**src/hdl/mds_pkg.sv**
```systemverilog
// Shared types and constants for the masked difference statistics block.
// Used by the controller, the datapath and the top level; depends on nothing.
package mds_pkg;

  localparam int SAMPLE_W   = 16;
  localparam int DIFF_W     = 17;
  localparam int CNT_W      = 17;
  localparam int SUM_W      = 34;
  localparam int ABS_W      = 33;
  localparam int SQ_W       = 48;
  localparam int PROD_W     = 64;
  localparam int OPB_W      = 33;
  localparam int STEP_W     = 7;
  localparam int CFG_IDX_W  = 3;
  localparam int MUL_STEPS  = 33;
  localparam int DIV_STEPS  = 64;
  localparam int SQRT_STEPS = 16;

  localparam int DEF_MAX_POINTS  = 65536;
  localparam int DEF_SAMPLE_BITS = 16;

  typedef enum logic [CFG_IDX_W-1:0] {
    CFG_MISSING_A = 3'd0,
    CFG_BAD_A     = 3'd1,
    CFG_MISSING_B = 3'd2,
    CFG_BAD_B     = 3'd3,
    CFG_SIG_DIFF  = 3'd4
  } cfg_idx_e;

  typedef enum logic [1:0] {
    CLS_BOTH_VALID = 2'd0,
    CLS_BOTH_BAD   = 2'd1,
    CLS_FIRST_BAD  = 2'd2,
    CLS_SECOND_BAD = 2'd3
  } point_cls_e;

  // Operations of the shared multi-cycle arithmetic engine, in run order.
  typedef enum logic [2:0] {
    OP_MUL_NS2  = 3'd0,
    OP_MUL_S1S1 = 3'd1,
    OP_MUL_NN   = 3'd2,
    OP_DIV_VAR  = 3'd3,
    OP_SQRT_SD  = 3'd4,
    OP_DIV_MS   = 3'd5,
    OP_SQRT_RMS = 3'd6,
    OP_DIV_MEAN = 3'd7
  } op_e;

  typedef struct packed {
    logic accept;
    logic start;
    op_e  op;
    logic finish;
  } cmd_t;

  typedef struct packed {
    logic eng_done;
    logic out_free;
    logic zero_n;
  } sts_t;

endpackage

```
**src/hdl/mds_ctrl.sv**
```systemverilog
// Controller state machine: request acceptance and sequencing of the summary math.
// Depends on mds_pkg; drives the datapath through cmd_t and reads sts_t.
module mds_ctrl (
  input  logic          clk_i,
  input  logic          rst_ni,
  input  logic          in_valid_i,
  input  logic          last_point_i,
  input  mds_pkg::sts_t sts_i,
  output mds_pkg::cmd_t cmd_o,
  output logic          in_stall_o
);

  typedef enum logic [1:0] {
    S_IDLE   = 2'd0,
    S_DRAIN  = 2'd1,
    S_RUN    = 2'd2,
    S_FINISH = 2'd3
  } state_e;

  state_e         state_q;
  logic           start_q;
  mds_pkg::op_e   op_q;
  logic           accept;

  function automatic mds_pkg::op_e next_op(input mds_pkg::op_e op);
    mds_pkg::op_e r;
    case (op)
      mds_pkg::OP_MUL_NS2:  r = mds_pkg::OP_MUL_S1S1;
      mds_pkg::OP_MUL_S1S1: r = mds_pkg::OP_MUL_NN;
      mds_pkg::OP_MUL_NN:   r = mds_pkg::OP_DIV_VAR;
      mds_pkg::OP_DIV_VAR:  r = mds_pkg::OP_SQRT_SD;
      mds_pkg::OP_SQRT_SD:  r = mds_pkg::OP_DIV_MS;
      mds_pkg::OP_DIV_MS:   r = mds_pkg::OP_SQRT_RMS;
      mds_pkg::OP_SQRT_RMS: r = mds_pkg::OP_DIV_MEAN;
      default:              r = mds_pkg::OP_DIV_MEAN;
    endcase
    return r;
  endfunction

  assign in_stall_o = !((state_q == S_IDLE) && sts_i.out_free);
  assign accept     = in_valid_i && !in_stall_o;

  always_comb begin
    cmd_o.accept = accept;
    cmd_o.start  = start_q;
    cmd_o.op     = op_q;
    cmd_o.finish = (state_q == S_FINISH) && sts_i.out_free;
  end

  always_ff @(posedge clk_i or negedge rst_ni) begin
    if (!rst_ni) begin
      state_q <= S_IDLE;
      start_q <= 1'b0;
      op_q    <= mds_pkg::OP_MUL_NS2;
    end else begin
      start_q <= 1'b0;
      case (state_q)
        S_IDLE: begin
          if (accept && last_point_i) begin
            state_q <= S_DRAIN;
          end
        end
        // The drain state lets the last square reach the square sum.
        S_DRAIN: begin
          if (sts_i.zero_n) begin
            state_q <= S_FINISH;
          end else begin
            state_q <= S_RUN;
            op_q    <= mds_pkg::OP_MUL_NS2;
            start_q <= 1'b1;
          end
        end
        S_RUN: begin
          if (sts_i.eng_done) begin
            if (op_q == mds_pkg::OP_DIV_MEAN) begin
              state_q <= S_FINISH;
            end else begin
              op_q    <= next_op(op_q);
              start_q <= 1'b1;
            end
          end
        end
        S_FINISH: begin
          if (sts_i.out_free) begin
            state_q <= S_IDLE;
          end
        end
        default: state_q <= S_IDLE;
      endcase
    end
  end

  a_last_stalls: assert property (@(posedge clk_i) disable iff (!rst_ni)
    accept && last_point_i |=> in_stall_o)
    else $error("request taken right after a last point");

  a_done_in_run: assert property (@(posedge clk_i) disable iff (!rst_ni)
    sts_i.eng_done |-> state_q == S_RUN)
    else $error("engine finished outside the run phase");

  a_start_in_run: assert property (@(posedge clk_i) disable iff (!rst_ni)
    start_q |-> state_q == S_RUN && !accept)
    else $error("engine started while requests are taken");

endmodule

```
**src/hdl/mds_dpath.sv**
```systemverilog
// Datapath: configuration, classification, level accumulators, the shared
// multiply/divide/square-root engine and the result register. Depends on mds_pkg.
module mds_dpath #(
  parameter int MaxPoints  = mds_pkg::DEF_MAX_POINTS,
  parameter int SampleBits = mds_pkg::DEF_SAMPLE_BITS
) (
  input  logic                                   clk_i,
  input  logic                                   rst_ni,
  input  logic                                   cfg_we_i,
  input  logic [mds_pkg::CFG_IDX_W-1:0]          cfg_index_i,
  input  logic [mds_pkg::SAMPLE_W-1:0]           cfg_data_i,
  input  logic signed [mds_pkg::SAMPLE_W-1:0]    sample_a_i,
  input  logic signed [mds_pkg::SAMPLE_W-1:0]    sample_b_i,
  input  logic                                   last_point_i,
  input  mds_pkg::cmd_t                          cmd_i,
  output mds_pkg::sts_t                          sts_o,
  input  logic                                   out_stall_i,
  output logic                                   out_valid_o,
  output logic [1:0]                             point_class_o,
  output logic signed [mds_pkg::DIFF_W-1:0]      difference_o,
  output logic                                   summary_valid_o,
  output logic [mds_pkg::CNT_W-1:0]              diff_count_o,
  output logic [mds_pkg::CNT_W-1:0]              good_count_o,
  output logic [mds_pkg::CNT_W-1:0]              first_bad_count_o,
  output logic [mds_pkg::CNT_W-1:0]              second_bad_count_o,
  output logic signed [32:0]                     total_diff_o,
  output logic [31:0]                            total_abs_diff_o,
  output logic signed [mds_pkg::DIFF_W-1:0]      mean_diff_o,
  output logic [15:0]                            std_diff_o,
  output logic [15:0]                            rms_diff_o
);

  localparam logic [mds_pkg::CNT_W-1:0] MaxCnt = mds_pkg::CNT_W'(MaxPoints);

  // Configuration registers.
  logic [mds_pkg::SAMPLE_W-1:0] miss_a_q, bad_a_q, miss_b_q, bad_b_q, sig_q;

  // Level state.
  logic [mds_pkg::CNT_W-1:0]  good_q, signif_q, fbad_q, sbad_q;
  logic signed [mds_pkg::SUM_W-1:0] sum_q;
  logic [mds_pkg::ABS_W-1:0]  abs_q;
  logic [mds_pkg::SQ_W-1:0]   sq_sum_q;
  logic [31:0]                sq_q;
  logic                       sq_en_q;

  // Stashed item result for the last point.
  logic [1:0]                       itm_cls_q;
  logic signed [mds_pkg::DIFF_W-1:0] itm_diff_q;

  // Engine.
  logic [mds_pkg::PROD_W-1:0] eng_a_q, eng_acc_q, ld_a, ld_acc, nx_a, nx_acc;
  logic [mds_pkg::OPB_W-1:0]  eng_b_q, ld_b, nx_b;
  logic [mds_pkg::STEP_W-1:0] cnt_q, ld_cnt;
  logic                       eng_busy_q, eng_done_q;
  mds_pkg::op_e               eng_op_q;
  logic [mds_pkg::PROD_W-1:0] var_q;
  logic [mds_pkg::OPB_W-1:0]  nn_q;
  logic [15:0]                sd_q, rms_q;
  logic signed [mds_pkg::DIFF_W-1:0] mean_q;

  logic                       out_valid_q;

  // Item classification signals.
  logic signed [mds_pkg::SAMPLE_W-1:0] a_s, b_s;
  logic                                bad_a, bad_b, valid_pt;
  logic [1:0]                          cls;
  logic signed [mds_pkg::DIFF_W-1:0]   diff;
  logic [mds_pkg::DIFF_W-1:0]          ad;
  logic [mds_pkg::SUM_W-1:0]           s1abs;
  logic                                out_free, zero_n;
  logic [mds_pkg::SUM_W-1:0]           rem_sh, rem_sub;
  logic [mds_pkg::OPB_W:0]             sq_try;
  logic                                div_ge, sq_ge;

  function automatic logic signed [mds_pkg::SAMPLE_W-1:0] sext(
    input logic [mds_pkg::SAMPLE_W-1:0] v
  );
    logic [mds_pkg::SAMPLE_W-1:0] r;
    for (int i = 0; i < mds_pkg::SAMPLE_W; i++) begin
      r[i] = (i < SampleBits) ? v[i] : v[SampleBits-1];
    end
    return r;
  endfunction

  assign a_s   = sext(sample_a_i);
  assign b_s   = sext(sample_b_i);
  assign bad_a = (a_s == sext(miss_a_q)) || (a_s == sext(bad_a_q));
  assign bad_b = (b_s == sext(miss_b_q)) || (b_s == sext(bad_b_q));
  assign diff  = (bad_a || bad_b) ? '0 :
                 (mds_pkg::DIFF_W'(a_s) - mds_pkg::DIFF_W'(b_s));
  assign ad    = diff[mds_pkg::DIFF_W-1] ? mds_pkg::DIFF_W'(-diff) : diff;
  assign valid_pt = !bad_a && !bad_b;

  always_comb begin
    if (bad_a && bad_b) begin
      cls = mds_pkg::CLS_BOTH_BAD;
    end else if (bad_a) begin
      cls = mds_pkg::CLS_FIRST_BAD;
    end else if (bad_b) begin
      cls = mds_pkg::CLS_SECOND_BAD;
    end else begin
      cls = mds_pkg::CLS_BOTH_VALID;
    end
  end

  assign s1abs    = sum_q[mds_pkg::SUM_W-1] ? mds_pkg::SUM_W'(-sum_q) : sum_q;
  assign out_free = !out_valid_q || !out_stall_i;
  assign zero_n   = (good_q == '0);

  always_comb begin
    sts_o.eng_done = eng_done_q;
    sts_o.out_free = out_free;
    sts_o.zero_n   = zero_n;
  end

  // Configuration writes.
  always_ff @(posedge clk_i or negedge rst_ni) begin
    if (!rst_ni) begin
      miss_a_q <= 16'h8000;
      bad_a_q  <= 16'h8000;
      miss_b_q <= 16'h8000;
      bad_b_q  <= 16'h8000;
      sig_q    <= '0;
    end else if (cfg_we_i) begin
      case (mds_pkg::cfg_idx_e'(cfg_index_i))
        mds_pkg::CFG_MISSING_A: miss_a_q <= cfg_data_i;
        mds_pkg::CFG_BAD_A:     bad_a_q  <= cfg_data_i;
        mds_pkg::CFG_MISSING_B: miss_b_q <= cfg_data_i;
        mds_pkg::CFG_BAD_B:     bad_b_q  <= cfg_data_i;
        mds_pkg::CFG_SIG_DIFF:  sig_q    <= cfg_data_i;
        default: ;
      endcase
    end
  end

  // Level accumulators. The square is registered and folded in during the following cycle.
  always_ff @(posedge clk_i or negedge rst_ni) begin
    if (!rst_ni) begin
      good_q   <= '0;
      signif_q <= '0;
      fbad_q   <= '0;
      sbad_q   <= '0;
      sum_q    <= '0;
      abs_q    <= '0;
      sq_sum_q <= '0;
      sq_en_q  <= 1'b0;
    end else begin
      sq_en_q <= 1'b0;
      if (sq_en_q) begin
        sq_sum_q <= sq_sum_q + mds_pkg::SQ_W'(sq_q);
      end
      if (cmd_i.finish) begin
        good_q   <= '0;
        signif_q <= '0;
        fbad_q   <= '0;
        sbad_q   <= '0;
        sum_q    <= '0;
        abs_q    <= '0;
        sq_sum_q <= '0;
      end else if (cmd_i.accept) begin
        if (cls == mds_pkg::CLS_FIRST_BAD && fbad_q < MaxCnt) begin
          fbad_q <= fbad_q + 1'b1;
        end
        if (cls == mds_pkg::CLS_SECOND_BAD && sbad_q < MaxCnt) begin
          sbad_q <= sbad_q + 1'b1;
        end
        if (valid_pt && good_q < MaxCnt) begin
          good_q  <= good_q + 1'b1;
          if (ad > {1'b0, sig_q}) begin
            signif_q <= signif_q + 1'b1;
          end
          sum_q   <= sum_q + mds_pkg::SUM_W'(diff);
          abs_q   <= abs_q + mds_pkg::ABS_W'(ad);
          sq_en_q <= 1'b1;
        end
      end
    end
  end

  always_ff @(posedge clk_i) begin
    if (cmd_i.accept) begin
      sq_q       <= ad[15:0] * ad[15:0];
      itm_cls_q  <= cls;
      itm_diff_q <= diff;
    end
  end

  // Engine operand load.
  always_comb begin
    ld_a   = '0;
    ld_b   = '0;
    ld_acc = '0;
    ld_cnt = mds_pkg::STEP_W'(mds_pkg::MUL_STEPS);
    case (cmd_i.op)
      mds_pkg::OP_MUL_NS2: begin
        ld_a = mds_pkg::PROD_W'(sq_sum_q);
        ld_b = mds_pkg::OPB_W'(good_q);
      end
      mds_pkg::OP_MUL_S1S1: begin
        ld_a = mds_pkg::PROD_W'(s1abs);
        ld_b = s1abs[mds_pkg::OPB_W-1:0];
      end
      mds_pkg::OP_MUL_NN: begin
        ld_a = mds_pkg::PROD_W'(good_q);
        ld_b = mds_pkg::OPB_W'(good_q);
      end
      mds_pkg::OP_DIV_VAR: begin
        ld_a   = var_q;
        ld_b   = nn_q;
        ld_cnt = mds_pkg::STEP_W'(mds_pkg::DIV_STEPS);
      end
      mds_pkg::OP_DIV_MS: begin
        ld_a   = mds_pkg::PROD_W'(sq_sum_q);
        ld_b   = mds_pkg::OPB_W'(good_q);
        ld_cnt = mds_pkg::STEP_W'(mds_pkg::DIV_STEPS);
      end
      mds_pkg::OP_DIV_MEAN: begin
        ld_a   = mds_pkg::PROD_W'(s1abs);
        ld_b   = mds_pkg::OPB_W'(good_q);
        ld_cnt = mds_pkg::STEP_W'(mds_pkg::DIV_STEPS);
      end
      mds_pkg::OP_SQRT_SD, mds_pkg::OP_SQRT_RMS: begin
        // The quotient of the preceding division is still in eng_a_q.
        ld_a   = mds_pkg::PROD_W'(eng_a_q[31:0]);
        ld_b   = mds_pkg::OPB_W'(1) << 30;
        ld_cnt = mds_pkg::STEP_W'(mds_pkg::SQRT_STEPS);
      end
      default: ;
    endcase
  end

  // One engine step: shift-add multiply, restoring divide or digit-by-digit root.
  always_comb begin
    rem_sh  = {eng_acc_q[mds_pkg::OPB_W-1:0], eng_a_q[mds_pkg::PROD_W-1]};
    div_ge  = rem_sh >= mds_pkg::SUM_W'(eng_b_q);
    rem_sub = rem_sh - mds_pkg::SUM_W'(eng_b_q);
    sq_try  = {1'b0, eng_acc_q[mds_pkg::OPB_W-1:0]} + {1'b0, eng_b_q};
    sq_ge   = {1'b0, eng_a_q[mds_pkg::OPB_W-1:0]} >= sq_try;
    nx_a    = eng_a_q;
    nx_b    = eng_b_q;
    nx_acc  = eng_acc_q;
    case (eng_op_q)
      mds_pkg::OP_MUL_NS2, mds_pkg::OP_MUL_S1S1, mds_pkg::OP_MUL_NN: begin
        nx_acc = eng_acc_q + (eng_b_q[0] ? eng_a_q : '0);
        nx_a   = eng_a_q << 1;
        nx_b   = eng_b_q >> 1;
      end
      mds_pkg::OP_DIV_VAR, mds_pkg::OP_DIV_MS, mds_pkg::OP_DIV_MEAN: begin
        nx_acc = mds_pkg::PROD_W'(div_ge ? rem_sub : rem_sh);
        nx_a   = {eng_a_q[mds_pkg::PROD_W-2:0], div_ge};
      end
      mds_pkg::OP_SQRT_SD, mds_pkg::OP_SQRT_RMS: begin
        if (sq_ge) begin
          nx_a   = eng_a_q - mds_pkg::PROD_W'(sq_try);
          nx_acc = (eng_acc_q >> 1) + mds_pkg::PROD_W'(eng_b_q);
        end else begin
          nx_acc = eng_acc_q >> 1;
        end
        nx_b = eng_b_q >> 2;
      end
      default: ;
    endcase
  end

  always_ff @(posedge clk_i or negedge rst_ni) begin
    if (!rst_ni) begin
      eng_busy_q <= 1'b0;
      eng_done_q <= 1'b0;
      cnt_q      <= '0;
      eng_op_q   <= mds_pkg::OP_MUL_NS2;
    end else begin
      eng_done_q <= 1'b0;
      if (cmd_i.start) begin
        eng_busy_q <= 1'b1;
        cnt_q      <= ld_cnt;
        eng_op_q   <= cmd_i.op;
      end else if (eng_busy_q) begin
        cnt_q <= cnt_q - 1'b1;
        if (cnt_q == mds_pkg::STEP_W'(1)) begin
          eng_busy_q <= 1'b0;
          eng_done_q <= 1'b1;
        end
      end
    end
  end

  always_ff @(posedge clk_i) begin
    if (cmd_i.start) begin
      eng_a_q   <= ld_a;
      eng_b_q   <= ld_b;
      eng_acc_q <= ld_acc;
    end else if (eng_busy_q) begin
      eng_a_q   <= nx_a;
      eng_b_q   <= nx_b;
      eng_acc_q <= nx_acc;
    end
    if (eng_done_q) begin
      case (eng_op_q)
        mds_pkg::OP_MUL_NS2:  var_q  <= eng_acc_q;
        mds_pkg::OP_MUL_S1S1: var_q  <= var_q - eng_acc_q;
        mds_pkg::OP_MUL_NN:   nn_q   <= eng_acc_q[mds_pkg::OPB_W-1:0];
        mds_pkg::OP_SQRT_SD:  sd_q   <= eng_acc_q[15:0];
        mds_pkg::OP_SQRT_RMS: rms_q  <= eng_acc_q[15:0];
        mds_pkg::OP_DIV_MEAN: begin
          mean_q <= sum_q[mds_pkg::SUM_W-1] ? mds_pkg::DIFF_W'(-eng_a_q[16:0])
                                            : eng_a_q[16:0];
        end
        default: ;
      endcase
    end
  end

  // Result register.
  always_ff @(posedge clk_i or negedge rst_ni) begin
    if (!rst_ni) begin
      out_valid_q <= 1'b0;
    end else if ((cmd_i.accept && !last_point_i) || cmd_i.finish) begin
      out_valid_q <= 1'b1;
    end else if (!out_stall_i) begin
      out_valid_q <= 1'b0;
    end
  end

  always_ff @(posedge clk_i) begin
    if (cmd_i.accept && !last_point_i) begin
      point_class_o      <= cls;
      difference_o       <= diff;
      summary_valid_o    <= 1'b0;
      diff_count_o       <= '0;
      good_count_o       <= '0;
      first_bad_count_o  <= '0;
      second_bad_count_o <= '0;
      total_diff_o       <= '0;
      total_abs_diff_o   <= '0;
      mean_diff_o        <= '0;
      std_diff_o         <= '0;
      rms_diff_o         <= '0;
    end else if (cmd_i.finish) begin
      point_class_o      <= itm_cls_q;
      difference_o       <= itm_diff_q;
      summary_valid_o    <= 1'b1;
      diff_count_o       <= signif_q;
      good_count_o       <= good_q;
      first_bad_count_o  <= fbad_q;
      second_bad_count_o <= sbad_q;
      total_diff_o       <= sum_q[32:0];
      total_abs_diff_o   <= abs_q[31:0];
      mean_diff_o        <= zero_n ? '0 : mean_q;
      std_diff_o         <= zero_n ? '0 : sd_q;
      rms_diff_o         <= zero_n ? '0 : rms_q;
    end
  end

  assign out_valid_o = out_valid_q;

  a_start_idle: assert property (@(posedge clk_i) disable iff (!rst_ni)
    cmd_i.start |-> !eng_busy_q && !eng_done_q)
    else $error("engine restarted while busy");

  a_accept_quiet: assert property (@(posedge clk_i) disable iff (!rst_ni)
    cmd_i.accept |-> !eng_busy_q && !cmd_i.finish)
    else $error("request taken during summary work");

  a_finish_folded: assert property (@(posedge clk_i) disable iff (!rst_ni)
    cmd_i.finish |-> !sq_en_q && !eng_busy_q)
    else $error("summary loaded before the square sum settled");

endmodule

```
**src/hdl/masked_difference_statistics.sv**
```systemverilog
// Top level of the masked difference statistics block.
// Depends on mds_pkg, mds_ctrl and mds_dpath.
//
// Each request carries a pair of 16-bit signed samples (4 fraction bits) and
// a last-point flag. A sample equal to its grid's missing or bad marker is
// invalid; the pair is classified and, when both are valid, its difference is
// output and added into the level's sum, absolute sum and square sum. An
// ordinary point's result goes straight into the result register, and a new
// request is taken every cycle as long as the result register is empty or being
// drained. On the last point the block stops taking requests while one shared
// engine runs shift-add multiplies, restoring divides and bit-pair square roots
// in turn (three 33-step multiplies, three 64-step divides, two 16-step roots).
// The summary is registered in the finish state once the result register is
// free: after the last divide, or straight after the drain state when the level
// holds no valid point. The summary is then presented together with the last
// point's own result and the level state is cleared. Configuration registers
// are written through cfg_we_i / cfg_index_i / cfg_data_i; the user must write
// them only while the block is idle, as the block itself does not enforce it.
module masked_difference_statistics #(
  parameter int MaxPoints  = mds_pkg::DEF_MAX_POINTS,
  parameter int SampleBits = mds_pkg::DEF_SAMPLE_BITS
) (
  input  logic                                clk_i,
  input  logic                                rst_ni,
  input  logic                                cfg_we_i,
  input  logic [mds_pkg::CFG_IDX_W-1:0]       cfg_index_i,
  input  logic [mds_pkg::SAMPLE_W-1:0]        cfg_data_i,
  input  logic                                in_valid_i,
  output logic                                in_stall_o,
  input  logic signed [mds_pkg::SAMPLE_W-1:0] sample_a_i,
  input  logic signed [mds_pkg::SAMPLE_W-1:0] sample_b_i,
  input  logic                                last_point_i,
  output logic                                out_valid_o,
  input  logic                                out_stall_i,
  output logic [1:0]                          point_class_o,
  output logic signed [mds_pkg::DIFF_W-1:0]   difference_o,
  output logic                                summary_valid_o,
  output logic [mds_pkg::CNT_W-1:0]           diff_count_o,
  output logic [mds_pkg::CNT_W-1:0]           good_count_o,
  output logic [mds_pkg::CNT_W-1:0]           first_bad_count_o,
  output logic [mds_pkg::CNT_W-1:0]           second_bad_count_o,
  output logic signed [32:0]                  total_diff_o,
  output logic [31:0]                         total_abs_diff_o,
  output logic signed [mds_pkg::DIFF_W-1:0]   mean_diff_o,
  output logic [15:0]                         std_diff_o,
  output logic [15:0]                         rms_diff_o
);

  mds_pkg::cmd_t cmd;
  mds_pkg::sts_t sts;

  // The controller owns the request handshake and the summary sequence.
  mds_ctrl u_ctrl (
    .clk_i        (clk_i),
    .rst_ni       (rst_ni),
    .in_valid_i   (in_valid_i),
    .last_point_i (last_point_i),
    .sts_i        (sts),
    .cmd_o        (cmd),
    .in_stall_o   (in_stall_o)
  );

  // The datapath holds configuration, level state, the arithmetic engine and
  // the result register.
  mds_dpath #(
    .MaxPoints  (MaxPoints),
    .SampleBits (SampleBits)
  ) u_dpath (
    .clk_i              (clk_i),
    .rst_ni             (rst_ni),
    .cfg_we_i           (cfg_we_i),
    .cfg_index_i        (cfg_index_i),
    .cfg_data_i         (cfg_data_i),
    .sample_a_i         (sample_a_i),
    .sample_b_i         (sample_b_i),
    .last_point_i       (last_point_i),
    .cmd_i              (cmd),
    .sts_o              (sts),
    .out_stall_i        (out_stall_i),
    .out_valid_o        (out_valid_o),
    .point_class_o      (point_class_o),
    .difference_o       (difference_o),
    .summary_valid_o    (summary_valid_o),
    .diff_count_o       (diff_count_o),
    .good_count_o       (good_count_o),
    .first_bad_count_o  (first_bad_count_o),
    .second_bad_count_o (second_bad_count_o),
    .total_diff_o       (total_diff_o),
    .total_abs_diff_o   (total_abs_diff_o),
    .mean_diff_o        (mean_diff_o),
    .std_diff_o         (std_diff_o),
    .rms_diff_o         (rms_diff_o)
  );

endmodule
```
**config.mk**
```make
export PLATFORM = sky130hd
export DESIGN_NAME = masked_difference_statistics
export DESIGN_NICKNAME = d
export VERILOG_FILES = /design/src/hdl/mds_pkg.sv /design/src/hdl/mds_ctrl.sv /design/src/hdl/mds_dpath.sv /design/src/hdl/masked_difference_statistics.sv
export SDC_FILE = /design/constraint.sdc
export NUM_CORES = 2
export LEC_CHECK = 0
export BUFFER_PORTS_ARGS = -buffer_cell sky130_fd_sc_hd__buf_2
export CORE_ASPECT_RATIO = 1.4
export CORE_MARGIN = 3
export CORE_UTILIZATION = 45
export CTS_BUF_LIST = sky130_fd_sc_hd__clkbuf_2 sky130_fd_sc_hd__clkbuf_4 sky130_fd_sc_hd__clkbuf_8
export DETAILED_ROUTE_END_ITERATION = 7
export GPL_TIMING_DRIVEN = 0
export HOLD_SLACK_MARGIN = 0.05
export SLEW_MARGIN = 20
export SYNTH_ARGS = -nofsm -noshare
export SYNTH_HDL_FRONTEND = slang
export SYNTH_SLANG_ARGS = --single-unit
```
**constraint.sdc**
```tcl
create_clock -name clk_i -period 23.6 [get_ports clk_i]
set_clock_uncertainty 0.2 [all_clocks]
set_input_delay 1.18 -clock clk_i [delete_from_list [all_inputs] [get_ports clk_i]]
set_output_delay 1.18 -clock clk_i [all_outputs]
set_load 0.05 [all_outputs]
```
==> impl.org <==
** Status
- The flow ran to the end, and the final reports show no timing, DRC or antenna violations.

** Floorplanning
- After floorplanning, the core was divided into 164 placement rows.
- X dimension of the die :: 326 µm
- Full die area :: 0.148 mm²
- Core region area :: 0.143 mm²
- In this run the vertical extent of the chip is 455 µm.
- The initial utilization of the core area, before any placement, comes to 0.453.
- Total I/O pin count :: 261

** Clocking
- Clock latency on the worst-skew pair :: 0.94 ns
- CTS H-Tree Depth :: 4
- CTS tree :: done
- CTS saw 840 sinks.
- Root buffer cell :: sky130_fd_sc_hd__clkbuf_8
- Hold-fix buffers, CTS :: 1
- The longest clock path from root to sink contains 3 buffers.
- Setup Buffers After CTS :: 0
- After clock tree synthesis, the clock-pin slew on the worst setup and hold paths is 0.06 ns.
- Clock buffer count from CTS :: 151
- Once the clock tree was built, the resizer swapped 0 gates to a different size.

** Final layout
- Area growth from synthesis to layout :: 11.9%
- Share of cells above drive strength 1 :: 0.0965
- The finished layout holds 9969 standard cells, fillers aside.
- Layout fillers :: 13886
- Summing all non-filler instances in the final layout gives an area of 0.0724 mm².
- Post-layout nets :: 8626

** Placed design
- Final estimated routing congestion in global placement :: 1.06
- # placed instances :: 9663
- Summed over all nets, the half-perimeter wirelength after detailed placement is 203000 µm.
- Post-Place Cell Area :: 0.0689 mm²
- Count of buffers inserted at the top-level ports :: 260

** Synth
- Mapped Nets :: 8185
- Post-synth top area cell :: sky130_fd_sc_hd__edfxtp_1
- Area share of the largest cell type after synthesis :: 0.144
- Synthesis instantiated 104 different standard cells from the library.
- Multiplexer share of the synthesized area :: 0.0199
- Counting flops with a built-in enable in the synthesized netlist gives 311.
- Of the synthesized area, sequential elements account for 0.330.
- Post-Synthesis Mean Instance Area :: 8.66 µm²
- Post-synth ARST share :: 0.336
- Seq cells post-synth :: 840
- Among all flip-flop cells after synthesis, the most frequent one is sky130_fd_sc_hd__edfxtp_1.
- Synthesized instance count :: 7467
- The complex-gate fraction of the synthesized area came to 0.210.
- Of the total synthesized cell area, the portion taken by AND, OR, NAND and NOR gates is 0.161.
- Netlist Area Pre-Place :: 0.0647 mm²
- After synthesis, the cell types taking the most area are sky130_fd_sc_hd__edfxtp_1 (14%), sky130_fd_sc_hd__dfrtp_1 (11%), sky130_fd_sc_hd__ha_1 (9.5%).
- Dominant combinational cell family by area after synthesis :: compound AO/OA/AOI/OAI gates
- Sorting the synthesized cells by how often they occur yields sky130_fd_sc_hd__nand2_1 (951), sky130_fd_sc_hd__a21oi_1 (694), sky130_fd_sc_hd__nor2_1 (536), sky130_fd_sc_hd__inv_1 (500), sky130_fd_sc_hd__ha_1 (489).
- Of the total synthesized cell area, the portion taken by full adders, half adders and majority gates is 0.148.
- For this run, the number of Yosys warnings is 0.
- Most common cell in the synthesized netlist :: sky130_fd_sc_hd__nand2_1
- Of the total synthesized cell area, the portion taken by XOR and XNOR cells is 0.0807.

** Drt
- Drt pass-1 iters :: 6
- Once detail routing completed, the nets flagged for antenna violations numbered 0.
- Final WL :: 254000 µm
- In the routed design, unresolved DRC markers number 0.
- First-iteration detailed-routing DRC count :: 5563
- Routed len/inst :: 25.4 µm
- Drt via density :: 6.00
- Via count :: 59811

** Global route
- met2 is the most crowded layer.
- The total overflow left after global routing is 0.
- The number of global-route vias before repair is 59657.
- Entering global routing, the biggest net connects 85 pins.
- The initial antenna violation count came to 12.
- Wire length of the first global-routing pass :: 373000 µm
- In the global route stage, overall resource usage came out at 0.334.
- In the global route stage, met3 resource usage came out at 0.0509.
- For met1 alone, demand over resource in global routing was 0.370.
- In the global route stage, met2 resource usage came out at 0.579.

** Worst setup path
- Cell type of the slowest stage on the worst timing path :: sky130_fd_sc_hd__clkinv_1
- Crit Path Category :: primary input to flip-flop
- Worst R2R Start :: u_dpath.bad_a_q[12]$_DFFE_PN0P_
- Required @ worst endpoint :: 24.03 ns
- Of all nets on the critical path, the largest fanout is 11.
- Data on the critical path arrives at its endpoint at 13.05 ns.
- In this design, the stage delay of the slowest critical-path cell is 0.77 ns.
- The critical path starts at sample_a_i[0].
- STA classifies the critical path endpoint as a flip-flop.
- The worst setup path is launched from a primary input.
- The kind of cell with the highest combined delay along the critical path is adder cells.
- The critical path contains buffers and inverters numbering 10 combined.

** Power
- IR analysis of the VDD net gives a maximum drop of 0.000698 V.
- In this run the power density over the cells is 167 mW/mm².
- Cell leakage power :: 31.4 nW

** Timing
- Fin crit share :: 0.535
- Setup violations remaining at the end of the flow were counted as 0.
- At the pin with the least slew margin, the transition time is 1.26 ns.
- Setup repair after global routing left no endpoint under its margin.
- For the final routed database, the setup TNS stands at 0 ns.
- Headroom to the max-slew limit came out at 0.161.
- Fmax :: 79.2 MHz
- Final critical path time including I/O delays and setup :: 12.62 ns
- The final number of hold-violating endpoints was 0.
- Final Max Slew Viols :: 0

** Hold path
- Min-Delay Path Class :: flip-flop to flip-flop
- The startpoint identified for the worst hold timing path is u_dpath.sd_q[13]$_DFFE_PP_.

** Run
- Max-cap violations in this run came to 0.
-- metal layers --
layer  wire length (µm)  vias up
li1                   -    27483
met1              91900    28961
met2             122000     2561
met3              16700      798
met4              22700        8
met5                 52        -
-- stage by stage --
stage | setup WS (ns) | power [mW] | util | hold WS [ns]
floorplan | 12.98 | 8.58 | - | 0.236
detailed placement | 10.11 | 10.4 | 0.482 | 0.244
CTS | 11.03 | 12.0 | 0.506 | 0.244
global placement | 9.28 | 10.3 | 0.479 | 0.239
finish | 10.98 | 12.1 | 0.507 | 0.248
global route | 10.46 | 13.3 | 0.507 | 0.258
-- report_power, final --
group,internal [mW],switching (mW),total [mW]
combinational,3.61,4.86,8.47
sequential,2.00,0.0182,2.02
clock,0.867,0.701,1.57
-- cells in the final DEF (no fill, tap or decap), types with 280 or more instances in the layout --
cell type / netlist / layout
sky130_fd_sc_hd__nand2_1: 951 / 951
sky130_fd_sc_hd__a21oi_1: 694 / 694
sky130_fd_sc_hd__nor2_1: 536 / 528
sky130_fd_sc_hd__inv_1: 500 / 499
sky130_fd_sc_hd__ha_1: 489 / 489
sky130_fd_sc_hd__o21ai_0: 430 / 429
sky130_fd_sc_hd__xor2_1: 315 / 314
sky130_fd_sc_hd__edfxtp_1: 311 / 311
sky130_fd_sc_hd__buf_2: 23 / 282
sky130_fd_sc_hd__clkbuf_1: 291 / 280
-- registers in the layout, summed over array words and instances (netlist names), 30 cells and up --
signal and count:
u_dpath.var_q 64, u_dpath.abs_q 32, u_dpath.eng_acc_q 64, u_dpath.total_abs_diff_o 32, u_dpath.total_diff_o 33, u_dpath.sq_sum_q 48, u_dpath.sq_q 30, u_dpath.eng_a_q 64
u_dpath.nn_q 33, u_dpath.eng_b_q 33, u_dpath.sum_q 34
-- layout make-up --
cell class                 count  area (µm²)  share of cell area
sequential                   840       21300               0.295
buffer                       345        1350              0.0187
clock inverter                54         561             0.00775
inverter                     509        1910              0.0264
timing repair buffer         288        1680              0.0233
multi-input combinational   5773       40200               0.556
clock buffer                 230        2840              0.0393
tap                         1909        2390              0.0330
antenna                       21        52.6            0.000726
-- cell families (layout without fill, tap and decap cells) --
| kind of cell | count (synthesis) | count (layout) |
|---|---|---|
| buffers and inverters | 854 | 1426 |
| other | 0 | 21 |
| multiplexers | 119 | 119 |
| adder cells (fa/ha/maj) | 661 | 661 |
| AND/OR/NAND/NOR | 2279 | 2279 |
| XOR/XNOR | 591 | 591 |
| flip-flops | 840 | 840 |
| AO/OA/AOI/OAI | 2123 | 2123 |
-- final timing paths --
kind,endpoint,slack (ns),cells past startpoint
max,u_dpath.sq_q[31]$_DFFE_PP_,10.98,43
max reg2reg,u_dpath.sq_q[31]$_DFFE_PP_,11.02,42
min,u_dpath.std_diff_o[13]$_SDFFE_PP0P_,0.25,1
min in group asynchronous,u_dpath.miss_b_q[9]$_DFFE_PN0P_,0.61,2
min reg2reg,u_dpath.std_diff_o[13]$_SDFFE_PP0P_,0.25,1
max in group asynchronous,u_dpath.sq_sum_q[45]$_DFFE_PN0P_,21.32,4
(Power assumes the default switching activity.)
